`src/rtl/ebalu_pkg.sv`:
```
// shared types, codes and constants of the 8-bit cpu alu
package ebalu_pkg;

    // flag bit positions in the 4-bit flag word
    localparam int FLAG_Z = 3;
    localparam int FLAG_N = 2;
    localparam int FLAG_H = 1;
    localparam int FLAG_C = 0;

    // where a result is written
    typedef enum logic [1:0] {
        DEST_ACC     = 2'd0,
        DEST_OPERAND = 2'd1,
        DEST_WIDE    = 2'd2,
        DEST_FLAGS   = 2'd3
    } dest_kind_t;

    // 8-bit arithmetic block kinds, opcode bits 5:3
    typedef enum logic [2:0] {
        ALU_ADD = 3'd0,
        ALU_ADC = 3'd1,
        ALU_SUB = 3'd2,
        ALU_SBC = 3'd3,
        ALU_AND = 3'd4,
        ALU_XOR = 3'd5,
        ALU_OR  = 3'd6,
        ALU_CP  = 3'd7
    } alu_kind_t;

    // rotate and shift kinds, opcode bits 5:3 on the cb page
    typedef enum logic [2:0] {
        SH_RLC  = 3'd0,
        SH_RRC  = 3'd1,
        SH_RL   = 3'd2,
        SH_RR   = 3'd3,
        SH_SLA  = 3'd4,
        SH_SRA  = 3'd5,
        SH_SWAP = 3'd6,
        SH_SRL  = 3'd7
    } shift_kind_t;

    // cb page groups, opcode bits 7:6
    typedef enum logic [1:0] {
        CB_SHIFT = 2'd0,
        CB_BIT   = 2'd1,
        CB_RES   = 2'd2,
        CB_SET   = 2'd3
    } cb_group_t;

    // main page opcodes and opcode match patterns
    localparam logic [7:0] OP_DAA       = 8'h27;
    localparam logic [7:0] OP_CPL       = 8'h2F;
    localparam logic [7:0] OP_SCF       = 8'h37;
    localparam logic [7:0] OP_CCF       = 8'h3F;
    localparam logic [7:0] OP_ADD_SP    = 8'hE8;
    localparam logic [7:0] OP_LD_HL_SP  = 8'hF8;
    localparam logic [7:0] MASK_ADD_HL  = 8'hCF;
    localparam logic [7:0] PAT_ADD_HL   = 8'h09;
    localparam logic [7:0] MASK_INCDEC  = 8'hC7;
    localparam logic [7:0] PAT_INC      = 8'h04;
    localparam logic [7:0] PAT_DEC      = 8'h05;
    localparam logic [7:0] MASK_ROT_A   = 8'hE7;
    localparam logic [7:0] PAT_ROT_A    = 8'h07;
    localparam logic [7:0] MASK_ALU_REG = 8'hC0;
    localparam logic [7:0] PAT_ALU_REG  = 8'h80;
    localparam logic [7:0] PAT_ALU_IMM  = 8'hC6;

    // decimal adjust constants
    localparam logic [7:0] DAA_LIMIT_HI = 8'h99;
    localparam logic [3:0] DAA_LIMIT_LO = 4'h9;
    localparam logic [7:0] DAA_CORR_HI  = 8'h60;
    localparam logic [7:0] DAA_CORR_LO  = 8'h06;

    // one request as held in the input register
    typedef struct packed {
        logic [7:0]  op_code;
        logic        cb_page;
        logic [7:0]  acc;
        logic [7:0]  operand;
        logic [3:0]  flags;
        logic [15:0] wide_left;
        logic [15:0] wide_right;
    } req_t;

    // one result as held in the output register
    typedef struct packed {
        logic [7:0]  byte_result;
        logic [15:0] word_result;
        logic [3:0]  flags;
        dest_kind_t  dest_kind;
        logic        not_alu_op;
    } res_t;

endpackage

```
`src/rtl/eight_bit_cpu_alu_with_flags.sv`:
```
// top level of the 8-bit cpu alu: input register, alu logic, result register
// Arithmetic and flag unit of an 8-bit cpu. A request is captured in an input
// register, passes the alu logic (8-bit and 16-bit adders, rotates, bit ops,
// decimal adjust and flag logic) and lands in a result register, which drives
// the m_ ports; it moves on from the input register when the result register
// is empty or m_ready is high. One request is taken every clock cycle while the
// result port is not stalled; the two registers form a two-entry pipeline, and
// a new request is still accepted while a finished result waits for m_ready,
// as long as the input register is empty. Opcodes that are not arithmetic come
// back with m_not_alu_op set and the inputs passed through.
module eight_bit_cpu_alu_with_flags (
    input  logic        aclk,
    input  logic        aresetn,
    input  logic        s_valid,
    output logic        s_ready,
    input  logic [7:0]  s_op_code,
    input  logic        s_cb_page,
    input  logic [7:0]  s_acc_in,
    input  logic [7:0]  s_operand_in,
    input  logic [3:0]  s_flags_in,
    input  logic [15:0] s_wide_left,
    input  logic [15:0] s_wide_right,
    output logic        m_valid,
    input  logic        m_ready,
    output logic [7:0]  m_byte_result,
    output logic [15:0] m_word_result,
    output logic [3:0]  m_flags_out,
    output logic [1:0]  m_dest_kind,
    output logic        m_not_alu_op
);

    logic            in_valid_reg;
    ebalu_pkg::req_t req_reg;
    logic            out_valid_reg;
    ebalu_pkg::res_t res_reg;
    ebalu_pkg::res_t res_next;
    logic            advance;

    // alu logic between the two registers
    ebalu_core u_core (
        .req (req_reg),
        .res (res_next)
    );

    // pipeline flow control
    assign advance = in_valid_reg && (!out_valid_reg || m_ready);
    assign s_ready = !in_valid_reg || advance;

    // valid bits
    always_ff @(posedge aclk) begin
        if (!aresetn) begin
            in_valid_reg  <= 1'b0;
            out_valid_reg <= 1'b0;
        end else begin
            if (s_ready) begin
                in_valid_reg <= s_valid;
            end
            if (advance) begin
                out_valid_reg <= 1'b1;
            end else if (m_ready) begin
                out_valid_reg <= 1'b0;
            end
        end
    end

    // payload registers
    always_ff @(posedge aclk) begin
        if (s_valid && s_ready) begin
            req_reg.op_code    <= s_op_code;
            req_reg.cb_page    <= s_cb_page;
            req_reg.acc        <= s_acc_in;
            req_reg.operand    <= s_operand_in;
            req_reg.flags      <= s_flags_in;
            req_reg.wide_left  <= s_wide_left;
            req_reg.wide_right <= s_wide_right;
        end
        if (advance) begin
            res_reg <= res_next;
        end
    end

    // result port
    assign m_valid       = out_valid_reg;
    assign m_byte_result = res_reg.byte_result;
    assign m_word_result = res_reg.word_result;
    assign m_flags_out   = res_reg.flags;
    assign m_dest_kind   = res_reg.dest_kind;
    assign m_not_alu_op  = res_reg.not_alu_op;

endmodule

```
`src/rtl/ebalu_core.sv`:
```
// opcode decode, 8/16-bit adders, rotates, bit ops and flag logic
module ebalu_core (
    input  ebalu_pkg::req_t req,
    output ebalu_pkg::res_t res
);

    // rotate/shift helper: returns {carry out, result}
    function automatic logic [8:0] shift_op(input logic [2:0] kind, input logic [7:0] v,
                                            input logic cin);
        logic [8:0] r;
        case (ebalu_pkg::shift_kind_t'(kind))
            ebalu_pkg::SH_RLC:  r = {v[7], v[6:0], v[7]};
            ebalu_pkg::SH_RRC:  r = {v[0], v[0], v[7:1]};
            ebalu_pkg::SH_RL:   r = {v[7], v[6:0], cin};
            ebalu_pkg::SH_RR:   r = {v[0], cin, v[7:1]};
            ebalu_pkg::SH_SLA:  r = {v[7], v[6:0], 1'b0};
            ebalu_pkg::SH_SRA:  r = {v[0], v[7], v[7:1]};
            ebalu_pkg::SH_SWAP: r = {1'b0, v[3:0], v[7:4]};
            default:            r = {v[0], 1'b0, v[7:1]};
        endcase
        return r;
    endfunction

    logic [7:0]  op;
    logic [7:0]  a;
    logic [7:0]  v;
    logic [3:0]  f;
    logic [2:0]  sel;
    ebalu_pkg::alu_kind_t alu_kind;

    logic        alu_cin;
    logic [8:0]  sum9;
    logic [4:0]  hsum5;
    logic [8:0]  dif9;
    logic [4:0]  hdif5;
    logic [7:0]  alu_r;
    logic [3:0]  alu_f;

    logic [8:0]  cb_shift;
    logic [8:0]  a_shift;
    logic [7:0]  inc_r;
    logic [7:0]  dec_r;
    logic [16:0] hl_sum;
    logic [12:0] hl_half;
    logic [15:0] sp_sum;
    logic [4:0]  sp_half;
    logic [8:0]  sp_low;
    logic        daa_lo;
    logic        daa_hi;
    logic [7:0]  daa_corr;
    logic [7:0]  daa_r;
    logic [7:0]  bit_mask;

    assign op  = req.op_code;
    assign a   = req.acc;
    assign v   = req.operand;
    assign f   = req.flags;
    assign sel = op[5:3];
    assign alu_kind = ebalu_pkg::alu_kind_t'(sel);

    // 8-bit arithmetic block adders
    always_comb begin
        alu_cin = ((alu_kind == ebalu_pkg::ALU_ADC) || (alu_kind == ebalu_pkg::ALU_SBC))
                  ? f[ebalu_pkg::FLAG_C] : 1'b0;
        sum9  = {1'b0, a} + {1'b0, v} + {8'd0, alu_cin};
        hsum5 = {1'b0, a[3:0]} + {1'b0, v[3:0]} + {4'd0, alu_cin};
        dif9  = {1'b0, a} - {1'b0, v} - {8'd0, alu_cin};
        hdif5 = {1'b0, a[3:0]} - {1'b0, v[3:0]} - {4'd0, alu_cin};
        case (alu_kind)
            ebalu_pkg::ALU_ADD, ebalu_pkg::ALU_ADC: begin
                alu_r = sum9[7:0];
                alu_f = {1'b0, 1'b0, hsum5[4], sum9[8]};
            end
            ebalu_pkg::ALU_SUB, ebalu_pkg::ALU_SBC, ebalu_pkg::ALU_CP: begin
                alu_r = dif9[7:0];
                alu_f = {1'b0, 1'b1, hdif5[4], dif9[8]};
            end
            ebalu_pkg::ALU_AND: begin
                alu_r = a & v;
                alu_f = 4'b0010;
            end
            ebalu_pkg::ALU_XOR: begin
                alu_r = a ^ v;
                alu_f = 4'b0000;
            end
            default: begin
                alu_r = a | v;
                alu_f = 4'b0000;
            end
        endcase
        alu_f[ebalu_pkg::FLAG_Z] = (alu_r == 8'd0);
    end

    // shared helpers for the other ops
    always_comb begin
        cb_shift = shift_op(sel, v, f[ebalu_pkg::FLAG_C]);
        a_shift  = shift_op({1'b0, op[4:3]}, a, f[ebalu_pkg::FLAG_C]);
        inc_r    = v + 8'd1;
        dec_r    = v - 8'd1;
        hl_sum   = {1'b0, req.wide_left} + {1'b0, req.wide_right};
        hl_half  = {1'b0, req.wide_left[11:0]} + {1'b0, req.wide_right[11:0]};
        sp_sum   = req.wide_left + {{8{v[7]}}, v};
        sp_half  = {1'b0, req.wide_left[3:0]} + {1'b0, v[3:0]};
        sp_low   = {1'b0, req.wide_left[7:0]} + {1'b0, v};
        bit_mask = 8'd1 << sel;
        daa_lo   = f[ebalu_pkg::FLAG_H] ||
                   (!f[ebalu_pkg::FLAG_N] && (a[3:0] > ebalu_pkg::DAA_LIMIT_LO));
        daa_hi   = f[ebalu_pkg::FLAG_C] ||
                   (!f[ebalu_pkg::FLAG_N] && (a > ebalu_pkg::DAA_LIMIT_HI));
        daa_corr = (daa_lo ? ebalu_pkg::DAA_CORR_LO : 8'd0) |
                   (daa_hi ? ebalu_pkg::DAA_CORR_HI : 8'd0);
        daa_r    = f[ebalu_pkg::FLAG_N] ? (a - daa_corr) : (a + daa_corr);
    end

    // opcode decode and result select
    always_comb begin
        res.byte_result = a;
        res.word_result = req.wide_left;
        res.flags       = f;
        res.dest_kind   = ebalu_pkg::DEST_FLAGS;
        res.not_alu_op  = 1'b0;
        if (req.cb_page) begin
            case (ebalu_pkg::cb_group_t'(op[7:6]))
                ebalu_pkg::CB_SHIFT: begin
                    res.byte_result = cb_shift[7:0];
                    res.flags       = {(cb_shift[7:0] == 8'd0), 1'b0, 1'b0, cb_shift[8]};
                    res.dest_kind   = ebalu_pkg::DEST_OPERAND;
                end
                ebalu_pkg::CB_BIT: begin
                    res.byte_result = v;
                    res.flags       = {~v[sel], 1'b0, 1'b1, f[ebalu_pkg::FLAG_C]};
                end
                ebalu_pkg::CB_RES: begin
                    res.byte_result = v & ~bit_mask;
                    res.dest_kind   = ebalu_pkg::DEST_OPERAND;
                end
                default: begin
                    res.byte_result = v | bit_mask;
                    res.dest_kind   = ebalu_pkg::DEST_OPERAND;
                end
            endcase
        end else if ((op & ebalu_pkg::MASK_ADD_HL) == ebalu_pkg::PAT_ADD_HL) begin
            res.word_result = hl_sum[15:0];
            res.flags       = {f[ebalu_pkg::FLAG_Z], 1'b0, hl_half[12], hl_sum[16]};
            res.dest_kind   = ebalu_pkg::DEST_WIDE;
        end else if ((op & ebalu_pkg::MASK_INCDEC) == ebalu_pkg::PAT_INC) begin
            res.byte_result = inc_r;
            res.flags       = {(inc_r == 8'd0), 1'b0, (v[3:0] == 4'hF), f[ebalu_pkg::FLAG_C]};
            res.dest_kind   = ebalu_pkg::DEST_OPERAND;
        end else if ((op & ebalu_pkg::MASK_INCDEC) == ebalu_pkg::PAT_DEC) begin
            res.byte_result = dec_r;
            res.flags       = {(dec_r == 8'd0), 1'b1, (v[3:0] == 4'h0), f[ebalu_pkg::FLAG_C]};
            res.dest_kind   = ebalu_pkg::DEST_OPERAND;
        end else if ((op & ebalu_pkg::MASK_ROT_A) == ebalu_pkg::PAT_ROT_A) begin
            res.byte_result = a_shift[7:0];
            res.flags       = {3'b000, a_shift[8]};
            res.dest_kind   = ebalu_pkg::DEST_ACC;
        end else if (op == ebalu_pkg::OP_DAA) begin
            res.byte_result = daa_r;
            res.flags       = {(daa_r == 8'd0), f[ebalu_pkg::FLAG_N], 1'b0,
                               f[ebalu_pkg::FLAG_C] | daa_hi};
            res.dest_kind   = ebalu_pkg::DEST_ACC;
        end else if (op == ebalu_pkg::OP_CPL) begin
            res.byte_result = ~a;
            res.flags       = {f[ebalu_pkg::FLAG_Z], 1'b1, 1'b1, f[ebalu_pkg::FLAG_C]};
            res.dest_kind   = ebalu_pkg::DEST_ACC;
        end else if (op == ebalu_pkg::OP_SCF) begin
            res.flags       = {f[ebalu_pkg::FLAG_Z], 1'b0, 1'b0, 1'b1};
        end else if (op == ebalu_pkg::OP_CCF) begin
            res.flags       = {f[ebalu_pkg::FLAG_Z], 1'b0, 1'b0, ~f[ebalu_pkg::FLAG_C]};
        end else if (((op & ebalu_pkg::MASK_ALU_REG) == ebalu_pkg::PAT_ALU_REG) ||
                     ((op & ebalu_pkg::MASK_INCDEC) == ebalu_pkg::PAT_ALU_IMM)) begin
            res.flags = alu_f;
            if (alu_kind != ebalu_pkg::ALU_CP) begin
                res.byte_result = alu_r;
                res.dest_kind   = ebalu_pkg::DEST_ACC;
            end
        end else if ((op == ebalu_pkg::OP_ADD_SP) || (op == ebalu_pkg::OP_LD_HL_SP)) begin
            res.word_result = sp_sum;
            res.flags       = {1'b0, 1'b0, sp_half[4], sp_low[8]};
            res.dest_kind   = ebalu_pkg::DEST_WIDE;
        end else begin
            res.not_alu_op  = 1'b1;
        end
    end

endmodule

```
`config.mk`:
```
export PLATFORM = sky130hd
export DESIGN_NAME = eight_bit_cpu_alu_with_flags
export DESIGN_NICKNAME = d
export VERILOG_FILES = /design/src/rtl/ebalu_pkg.sv /design/src/rtl/eight_bit_cpu_alu_with_flags.sv /design/src/rtl/ebalu_core.sv
export SDC_FILE = /design/constraint.sdc
export NUM_CORES = 1
export LEC_CHECK = 0
export BUFFER_PORTS_ARGS = -buffer_cell sky130_fd_sc_hd__buf_2
export CAP_MARGIN = 20
export CORE_ASPECT_RATIO = 2
export CORE_MARGIN = 2
export CORE_UTILIZATION = 25
export CTS_CLUSTER_SIZE = 8
export DETAILED_ROUTE_END_ITERATION = 8
export GPL_ROUTABILITY_DRIVEN = 0
export PLACE_DENSITY_LB_ADDON = 0.08
export SLEW_MARGIN = 20
export SYNTH_ARGS = -nofsm -noshare
export SYNTH_HDL_FRONTEND = slang
export SYNTH_HIERARCHICAL = 1
export SYNTH_SLANG_ARGS = --single-unit
```
`constraint.sdc`:
```
create_clock -name aclk -period 3.64 [get_ports aclk]
set_input_delay 0.364 -clock aclk [delete_from_list [all_inputs] [get_ports aclk]]
set_output_delay 0.364 -clock aclk [all_outputs]
set_load 0.1 [all_outputs]
```
==> results of run 1 <==
[through the flow]
stage | setup slack (ns) | hold slack, ns | instances
CTS | 0.0154 | 0.147 | 1439
finish | 0.218 | 0.159 | 1439
detailed placement | 0.0320 | 0.536 | 1423
global route | 0.0605 | 0.144 | 1439
global placement | 0.0136 | 0.534 | 1423
floorplan | 0.0258 | 0.463 | 867
[what timing repair did]
item                                    4_1_cts  5_1_grt
setup buffers                                 0        0
hold buffers                                  0        0
gates resized for setup                       0        2
endpoints found under the setup margin        0        4
[cell families after synthesis]
logic type / after synthesis / synth area share (%)
adder cells (fa/ha/maj): 80 / 12.9
AO/OA/AOI/OAI: 284 / 23.5
buffers and inverters: 89 / 4.60
flip-flops: 94 / 34.4
XOR/XNOR: 53 / 5.70
AND/OR/NAND/NOR: 236 / 14.6
multiplexers: 31 / 4.26
[synthesized netlist by cell type, drive strengths merged (5+ instances only)]
library cell  number
fa                 6
buf               18
a211oi            11
a21o               9
a221o              5
nor2              64
nand3b             5
and2               5
a31oi             18
a21boi             6
or2                8
clkbuf            25
mux2i             23
o22ai             14
or3                5
xor2              20
mux2               6
inv               45
nor2b             15
nand3             17
o211ai            13
o31ai              9
edfxtp            92
a22o               5
a221oi             5
nand2             63
ha                74
nand4              5
nor4               5
nand2b             7
a21oi             61
xnor2             33
a22oi             14
o21a              14
nor3              24
o21ai             56
[routing by layer]
layer	vias to the layer above	GRT usage [%]
li1	3559	-
met1	3692	18.2
met2	197	39.8
met3	91	2.40
met4	0	16.5
met5	-	0
[area by class of cell]
cell class / count / share of cell area [%]
sequential: 94 / 28.3
multi-input combinational: 684 / 50.8
clock buffer: 10 / 2.31
timing repair buffer: 172 / 10.7
clock inverter: 6 / 0.708
tap: 427 / 5.40
inverter: 46 / 1.74
[cells in the final DEF, fill, tap and decap left out, drive strengths merged, types with 9 or more instances in the layout]
master | netlist | layout
o22ai | 14 | 14
ha | 74 | 74
o211ai | 13 | 13
a31oi | 18 | 18
nand2 | 63 | 63
o31ai | 9 | 9
o21a | 14 | 14
a211oi | 11 | 11
clkbuf | 25 | 10
edfxtp | 92 | 92
nand3 | 17 | 17
nor2b | 15 | 15
nor2 | 64 | 64
buf | 18 | 172
o21ai | 56 | 56
a21oi | 61 | 61
xor2 | 20 | 20
a22oi | 14 | 14
xnor2 | 33 | 33
inv | 45 | 46
nor3 | 24 | 24
a21o | 9 | 9
mux2i | 23 | 23
[power by group]
group	switching (mW)	total [mW]	internal, mW
Sequential	0.0536	1.32	1.26
Clock	0.467	1.00	0.537
Combinational	0.741	1.16	0.423
Total	1.26	3.49	2.22
[critical path, delay by kind of cell (launching register included)]
kind / cells / cell delay (ns)
and+or+nand+nor: 4 / 1.07
AOI/OAI and AO/OA: 4 / 0.86
adders and majority gates: 2 / 0.79
DFF: 1 / 0.40
xor gates and xnor gates: 1 / 0.13
buffers and inverters: 1 / 0.06
[final timing paths]
kind                         end             from  slack (ns)
setup / recovery  m_flags_out[3]      req_reg[32]        0.22
hold reg to reg     in_valid_reg          m_valid        0.55
hold / removal       req_reg[29]  s_wide_left[13]        0.16
setup reg to reg  m_flags_out[3]      req_reg[32]        0.22
==> metrics.yaml, run 1 <==
sta:
  clock_skew_ns: 0.00999
  tns_ns: 0
  rsz0062_at_grt: "no"
  maxSlewViolCount: 0
  fin_crit_sh_pct: 94.0
  setup-violations-final: 0
  worstMarginPinSlew_ns: 0.860
  fin_crit_ns: 3.42
  final_hold_viol_count: 0
  slew_headroom_pct: 42.7
  fmax_ghz: 0.292
cts:
  cts_buffers: 9
  clk_pin_slew_ns: 0.07
  clock_path_buffers: 2
  clk_latency_ns: 0.37
  cts_tree: "built"
  cts_sinks: 94
  cts_root_buf: "clkbuf_16"
  cts_max_level: 3
floorplan:
  core.rowCount: 93
  coreArea_sq_um: 32100
  die_x_um: 132
  start_util_pct: 25.3
  die_area_sq_um: 34100
  io_pins: 98
  die_y_um: 259
route:
  vias_per_cell: 5.24
  antenna_left: 0
  dr.max_layer_used: "met4"
  wl_met1_um: 11200
  dr_total_vias: 7539
  wl_um: 34500
  drt-initial-drc-count: 416
  dr_wl_met2_um: 19400
  wl_met3_um: 857
  firstDrtPassIters: 5
  drc_errors: 0
  wl_per_cell_um: 23.9
worst_setup_path:
  arrival_ns: 3.67
  end_kind: "flip-flop"
  cp_cell_sequence: "nand2_4, or2_4, fa_2, inv_2, ha_4, xor2_1, a32oi_1, a22o_1, nand3_1, or4b_1, o41ai_2, a31o_1"
  critPathSlowestCell: "or4b_1"
  cp-start-kind: "flip-flop"
  critical_path.max_stage_delay_ns: 0.60
  rr_worst_depth: 12
  path_class: "flip-flop to flip-flop"
  crit_required_ns: 3.89
  path_max_fanout: 2
layout:
  largest_reg_flops: 61
  multiInputGateArea_sq_um: 5030
  regArea_sq_um: 2800
  final_util_pct: 30.8
  drive_gt1_share_pct: 22.7
  fillers: 3477
  n_antenna_cell: 0
  fin_nets: 1152
  area_growth_pct: 21.6
  finish.instance_area_sq_um: 9900
logic_synthesis:
  synth_nets: 1012
  yosysTopAreaCellShare_pct: 33.9
  ys_top_cells_by_area: "edfxtp_1 (34%), ha_1 (11%), a21oi_1 (3.6%)"
  ys_types: 87
  async_flop_share_pct: 0
  syn_area_per_cell_sq_um: 9.39
  synth_area_sq_um: 8140
  synthFlopType: "edfxtp_1"
  synth_edf_count: 92
  yosysWarnings: 6
  synth-seq-cells: 94
  syn_inst: 867
  yosys.area.top_type: "edfxtp_1"
  ys_seq_area_share_pct: 34.4
worst_hold_path:
  hold_depth: 1
  hold_path_class: "input port to flip-flop"
outcome:
  status: "finished, final reports clean"
pwr:
  p_leak_nw: 3.99
  peakVddDrop_uv: 232
  cellPowerDensity_nw_per_um2: 352
  fin_total_pwr_mw: 3.49
global_route:
  antenna_found_initial: 0
  grt_use_total_pct: 20.2
  grt_pass1_wl_um: 50500
  grt_max_degree: 62
  grt_pass1_vias: 7936
  grt_overflow: 0
place:
  place_area_sq_um: 9590
  hpwl_um: 27900
  port_buffers: 97
flow_run:
  drv_cap: 0
Note: power is estimated with default switching activity, not from simulation.
==> inputs of run 2 (changes only) <==
--- a/config.mk
+++ b/config.mk
@@ -7,12 +7,12 @@
 export LEC_CHECK = 0
 export BUFFER_PORTS_ARGS = -buffer_cell sky130_fd_sc_hd__buf_2
 export CAP_MARGIN = 20
-export CORE_ASPECT_RATIO = 2
 export CORE_MARGIN = 2
 export CORE_UTILIZATION = 25
 export CTS_CLUSTER_SIZE = 8
 export DETAILED_ROUTE_END_ITERATION = 8
 export GPL_ROUTABILITY_DRIVEN = 0
+export GPL_TIMING_DRIVEN = 0
 export PLACE_DENSITY_LB_ADDON = 0.08
 export SLEW_MARGIN = 20
 export SYNTH_ARGS = -nofsm -noshare
==> metrics.yaml, run 2 (same netlist as run 1, synthesis figures left out) <==
place:
  hpwl_um: 24100  # was 27900 um
  post-place-cells: 1410  # was 1423
  dp_slack_ns: -1.09  # was 0.0320 ns
  port_buffers: 97  # unchanged
worst_setup_path:
  cp-start-kind: "flip-flop"  # unchanged
  path_class: "flip-flop to flip-flop"  # unchanged
  arrival_ns: 3.87  # was 3.67 ns
  r2r-start: "req_reg[58]"  # was req_reg[32]
  path_max_fanout: 3  # was 2
  cp-startpoint: "req_reg[58]"  # was req_reg[32]
  crit_required_ns: 3.86  # was 3.89 ns
  end_kind: "flip-flop"  # unchanged
cts:
  cts_root_buf: "clkbuf_16"  # unchanged
  cts_max_level: 3  # unchanged
  clock_path_buffers: 2  # unchanged
  cts-hold-fix-buffers: 0  # unchanged
  cts_tree: "built"  # unchanged
  clk_latency_ns: 0.37  # about the same
  clk_pin_slew_ns: 0.07  # about the same
  cts_buffers: 9  # unchanged
  cts_sinks: 94  # unchanged
flow_run:
  drv_cap: 0  # unchanged
sta:
  rsz0062_at_grt: "yes"  # was no
  slew_headroom_pct: 39.2  # was 42.7%
  clock_skew_ns: 0.0142  # was 0.00999 ns
  maxSlewViolCount: 0  # unchanged
  fin_crit_ns: 3.65  # was 3.42 ns
  setup_slack_ns: -0.00979  # was 0.218 ns
  setup-violations-final: 1  # was 0
  fin_crit_sh_pct: 100  # was 94.0%
  final_hold_viol_count: 0  # unchanged
  worstMarginPinSlew_ns: 0.913  # was 0.860 ns
  fmax_ghz: 0.274  # was 0.292 GHz
worst_hold_path:
  worstHoldStart: "s_acc_in[5]"  # was s_wide_left[13]
  hold_path_class: "input port to flip-flop"  # unchanged
floorplan:
  die_x_um: 184  # was 132 um
  core.rowCount: 66  # was 93
  start_util_pct: 25.2  # was 25.3%
  die_y_um: 184  # was 259 um
  coreArea_sq_um: 32300  # was 32100 sq um
  die_area_sq_um: 34000  # was 34100 sq um
  io_pins: 98  # unchanged
global_route:
  grt_max_degree: 22  # was 62
  grt_overflow: 0  # unchanged
  grt_pass1_vias: 7338  # was 7936
  grt_use_total_pct: 19.3  # was 20.2%
  antenna_found_initial: 1  # was 0
  grt_pass1_wl_um: 47900  # was 50500 um
route:
  wl_per_cell_um: 22.3  # was 23.9 um
  vias_per_cell: 5.17  # was 5.24
  antenna_left: 0  # unchanged
  wl_um: 32300  # was 34500 um
  drc_errors: 0  # unchanged
  firstDrtPassIters: 8  # was 5
  drt-initial-drc-count: 792  # was 416
  dr_total_vias: 7508  # was 7539
pwr:
  peakVddDrop_uv: 239  # was 232 uV
  p_leak_nw: 3.95  # was 3.99 nW
  cellPowerDensity_nw_per_um2: 347  # was 352 nW/um^2
layout:
  largest_reg_flops: 61  # unchanged
  fin_nets: 1148  # was 1152
  final_cell_count_no_fill: 1451  # was 1439
  layout_common_cells: "buf_2 (104), edfxtp_1 (92), ha_1 (72), nor2_1 (62), nand2_1 (61)"  # was buf_2 (97), edfxtp_1 (92), buf_4 (74), ha_1 (73), nor2_1 (62)
  final_common_cell: "buf_2"  # unchanged
  area_growth_pct: 22.4  # was 21.6%
  drive_gt1_share_pct: 21.6  # was 22.7%
outcome:
  violations: "negative setup slack"
  status: "finished, violations left"  # was finished, final reports clean
-- run 2: cell count changes in the layout (fill, tap and decap cells not counted), moves of 3 or more --
cell | before | now
clkbuf_1 | 1 | 19
buf_2 | 97 | 104
clkinv_2 | 0 | 3
o21ai_0 | 50 | 46
o21ai_1 | 6 | 9
clkbuf_2 | 0 | 3
buf_16 | 0 | 3
buf_4 | 74 | 31
-- run 2: critical path: stages (launching register included) --
cell and delay, ns:
edfxtp_1 0.42, buf_6 0.15, or2_4 0.27, fa_2 0.60
inv_2 0.06, ha_4 0.20, xor2_1 0.13, a32oi_1 0.22
a22o_1 0.20, nand3_1 0.09, or4b_4 0.59, o41ai_4 0.34
a31o_1 0.23
-- run 2: power by group --
part | internal (mW) | switching (mW)
clock | 0.525 | 0.422
combinational | 0.438 | 0.758
sequential | 1.26 | 0.0549
total | 2.23 | 1.24
-- run 2: metrics by stage --
stage	area, sq um	hold slack [ns]	power (mW)	setup TNS (ns)	utilization, %
final	9960	0.162	3.46	-0.00979	30.8
after floorplan	8210	0.463	2.12	0	-
after global routing	9960	0.147	3.65	-0.102	30.8
after detailed placement	9370	0.527	2.46	-7.24	29.0
after CTS	9900	0.138	3.50	-0.131	30.7
after global placement	9250	0.524	2.46	-13.35	28.7
-- run 2: final cells by class --
type,count,area [sq um]
sequential,94,2800
inverter,46,180
timing repair buffer,131,838
buffer,37,193
multi-input combinational,684,5110
clock inverter,6,52.6
fill,3445,22300
antenna,1,2.50
clock buffer,10,229
tap,442,553
-- run 2: routing by layer --
metal  wire, um  track usage [%]
met1      15800             27.4
met2      13900             29.5
met3       1780             3.10
met4        903             6.62
met5          0                0
-- run 2: what timing repair did --
action                                  4_1_cts  5_1_grt
gates resized for setup                      30        6
endpoints found under the setup margin       13        8
setup buffers                                18       11
pin swaps                                    17        7
gates cloned                                  1        0
-- run 2: worst paths after layout --
path	endpoint	slack, ns	cells after the start
setup / recovery	m_flags_out[3]	-0.01	12
hold / removal	req_reg[49]	0.16	1
setup reg to reg	m_flags_out[3]	-0.01	12
hold reg to reg	in_valid_reg	0.54	2
==> inputs of run 3 (changes only) <==
--- a/config.mk
+++ b/config.mk
@@ -17,5 +17,4 @@
 export SLEW_MARGIN = 20
 export SYNTH_ARGS = -nofsm -noshare
 export SYNTH_HDL_FRONTEND = slang
-export SYNTH_HIERARCHICAL = 1
 export SYNTH_SLANG_ARGS = --single-unit
==> metrics.yaml, run 3 <==
outcome:
  status: "finished, violations left"  # unchanged
  violations: "negative setup slack"  # unchanged
floorplan:
  die_x_um: 185  # was 184 um
  start_util_pct: 25.2  # about the same
  coreArea_sq_um: 32400  # was 32300 sq um
  die_area_sq_um: 34100  # was 34000 sq um
  die_y_um: 185  # was 184 um
  core.rowCount: 66  # unchanged
  io_pins: 98  # unchanged
global_route:
  grt_pass1_wl_um: 48000  # was 47900 um
  grt_pass1_vias: 7732  # was 7338
  grt_max_degree: 45  # was 22
  antenna_found_initial: 0  # was 1
  grt_overflow: 0  # unchanged
  grt_use_total_pct: 19.0  # was 19.3%
place:
  hpwl_um: 24200  # was 24100 um
  dp_slack_ns: -0.970  # was -1.09 ns
  port_buffers: 97  # unchanged
worst_setup_path:
  crit_required_ns: 3.84  # was 3.86 ns
  path_class: "flip-flop to flip-flop"  # unchanged
  critical_path.max_stage_delay_ns: 0.46  # was 0.60 ns
  arrival_ns: 3.85  # was 3.87 ns
  end_kind: "flip-flop"  # unchanged
  critPathSlowestCell: "a2111oi_4"  # was fa_2
  cp_cell_sequence: "buf_2, clkinv_2, ha_2, ha_1, nor3_1, nor2_1, a31oi_1, xnor2_1, a221o_2, a2111oi_4, o21ai_2, a21oi_2"  # was buf_6, or2_4, fa_2, inv_2, ha_4, xor2_1, a32oi_1, a22o_1, nand3_1, or4b_4, o41ai_4, a31o_1
  cp-start-kind: "flip-flop"  # unchanged
  path_max_fanout: 10  # was 3
route:
  wl_per_cell_um: 21.5  # was 22.3 um
  wl_um: 32000  # was 32300 um
  firstDrtPassIters: 5  # was 8
  vias_per_cell: 5.16  # was 5.17
  drt-initial-drc-count: 561  # was 792
  dr_total_vias: 7654  # was 7508
  antenna_left: 0  # unchanged
  drc_errors: 0  # unchanged
cts:
  clk_pin_slew_ns: 0.07  # about the same
  cts_buffers: 9  # unchanged
  cts_tree: "built"  # unchanged
  cts_root_buf: "clkbuf_16"  # unchanged
  clk_latency_ns: 0.36  # was 0.37 ns
  cts_sinks: 94  # unchanged
  cts_max_level: 3  # unchanged
  clock_path_buffers: 2  # unchanged
sta:
  rsz0062_at_grt: "yes"  # unchanged
  maxSlewViolCount: 0  # unchanged
  setup_slack_ns: -0.0109  # was -0.00979 ns
  clock_skew_ns: 0.00835  # was 0.0142 ns
  fin_crit_ns: 3.65  # about the same
  final_hold_viol_count: 0  # unchanged
  fmax_ghz: 0.274  # about the same
  slew_headroom_pct: 34.0  # was 39.2%
  worstMarginPinSlew_ns: 0.980  # was 0.913 ns
  whs_ns: 0.179  # was 0.162 ns
  fin_crit_sh_pct: 100  # about the same
  tns_ns: -0.0109  # was -0.00979 ns
  setup-violations-final: 1  # unchanged
pwr:
  cellPowerDensity_nw_per_um2: 348  # was 347 nW/um^2
  peakVddDrop_uv: 224  # was 239 uV
  p_leak_nw: 3.90  # was 3.95 nW
  fin_total_pwr_mw: 3.50  # was 3.46 mW
layout:
  final_common_cell: "buf_2"  # unchanged
  layout_common_cells: "buf_2 (109), edfxtp_1 (92), nand2_1 (84), nor2_1 (72), ha_1 (71)"  # was buf_2 (104), edfxtp_1 (92), ha_1 (72), nor2_1 (62), nand2_1 (61)
  fillers: 3532  # was 3445
  final_util_pct: 31.1  # was 30.8%
  fin_nets: 1182  # was 1148
  largest_reg_flops: 61  # unchanged
  n_antenna_cell: 0  # was 1
  area_growth_pct: 23.3  # was 22.4%
  drive_gt1_share_pct: 22.6  # was 21.6%
logic_synthesis:
  syn_area_per_cell_sq_um: 9.12  # was 9.39 sq um
  yosysWarnings: 0  # was 6
  ys_top_cells_by_area: "edfxtp_1 (34%), ha_1 (11%), nand2_1 (3.9%)"  # was edfxtp_1 (34%), ha_1 (11%), a21oi_1 (3.6%)
  syn_inst: 896  # was 867
  async_flop_share_pct: 0  # unchanged
  ys_seq_area_share_pct: 34.3  # was 34.4%
  synth.most_common_cell: "edfxtp_1"  # unchanged
  synth-seq-cells: 94  # unchanged
  ys_types: 80  # was 87
  yosys.area.top_type: "edfxtp_1"  # unchanged
  synthFlopType: "edfxtp_1"  # unchanged
  synth_edf_count: 92  # unchanged
  synth_nets: 1041  # was 1012
  synth_common_cells: "edfxtp_1 (92), nand2_1 (84), ha_1 (74)"  # was edfxtp_1 (92), ha_1 (74), nand2_1 (62), nor2_1 (62), a21oi_1 (58)
  yosysTopAreaCellShare_pct: 33.8  # was 33.9%
  synth_area_sq_um: 8170  # was 8140 sq um
flow_run:
  drv_cap: 0  # unchanged
worst_hold_path:
  hold_path_class: "input port to flip-flop"  # unchanged
run 3: cell types whose count changed after synthesis, sizes merged, moves of 5 or more:
cell / delta
and3: +5
o22a: +6
xor2: -5
nand2: +22
inv: -6
nand3: +7
o21a: -8
nor2: +9
o22ai: -10
o21ai: +6
mux2i: -13
run 3: report_power, final:
group	switching, mW	internal [mW]
logic	0.775	0.448
clock network	0.433	0.534
registers	0.0489	1.26
total	1.26	2.25
run 3: critical path: cells and delay by family (launching register included):
family	cells	cell delay (ns)
fa+ha+maj	2	0.75
compound gates	5	1.38
xor+xnor	1	0.10
flops	1	0.39
buf+inv	2	0.49
simple gates	2	0.37
run 3: layout make-up:
class,count,area [sq um],share of cell area (%)
well taps,442,553,5.49
repair buffers,134,803,7.98
flip-flops and latches,94,2800,27.8
inverters,40,155,1.54
multi-input cells,712,5210,51.7
clock buffers,9,225,2.24
clock inverters,7,72.6,0.721
plain buffers,46,248,2.46
run 3: path summary, 6_finish.rpt:
path	from	to	slack, ns	cells past startpoint
worst max-delay path	req_reg[40]	m_flags_out[3]	-0.01	12
worst min-delay path	s_wide_right[12]	req_reg[12]	0.18	1
worst max register to register	req_reg[40]	m_flags_out[3]	-0.01	12
worst min register to register	in_valid_reg	m_valid	0.53	1
run 3: logic make-up after synthesis:
group                      share of synthesized area [%]
DFF                                                 34.3
buffers and inverters                               5.05
adders and majority gates                           12.8
xor gates and xnor gates                            4.93
muxes                                               2.19
and+or+nand+nor                                     16.8
AOI/OAI and AO/OA                                   23.9
run 3: repair_timing:
action	4_1_cts	5_1_grt
hold buffers	0	0
endpoints found under the setup margin	14	11
pin swaps	24	22
gates resized for setup	44	13
setup buffers	24	11
run 3: routing by layer:
layer	GRT usage, %	up-vias	share of wire, %	wire length (um)
li1	-	3664	-	-
met1	25.0	3727	45	14500
met3	2.61	44	3.8	1220
met2	31.4	219	48	15200
met4	7.75	0	3.1	1000
met5	0	-	0	0
run 3: stage by stage:
stage	instance area, sq um	std cells
after floorplan	8170	896
after global placement	9210	1435
after detailed placement	9270	1437
after CTS	9940	1474
after global routing	10100	1484
final	10100	1484
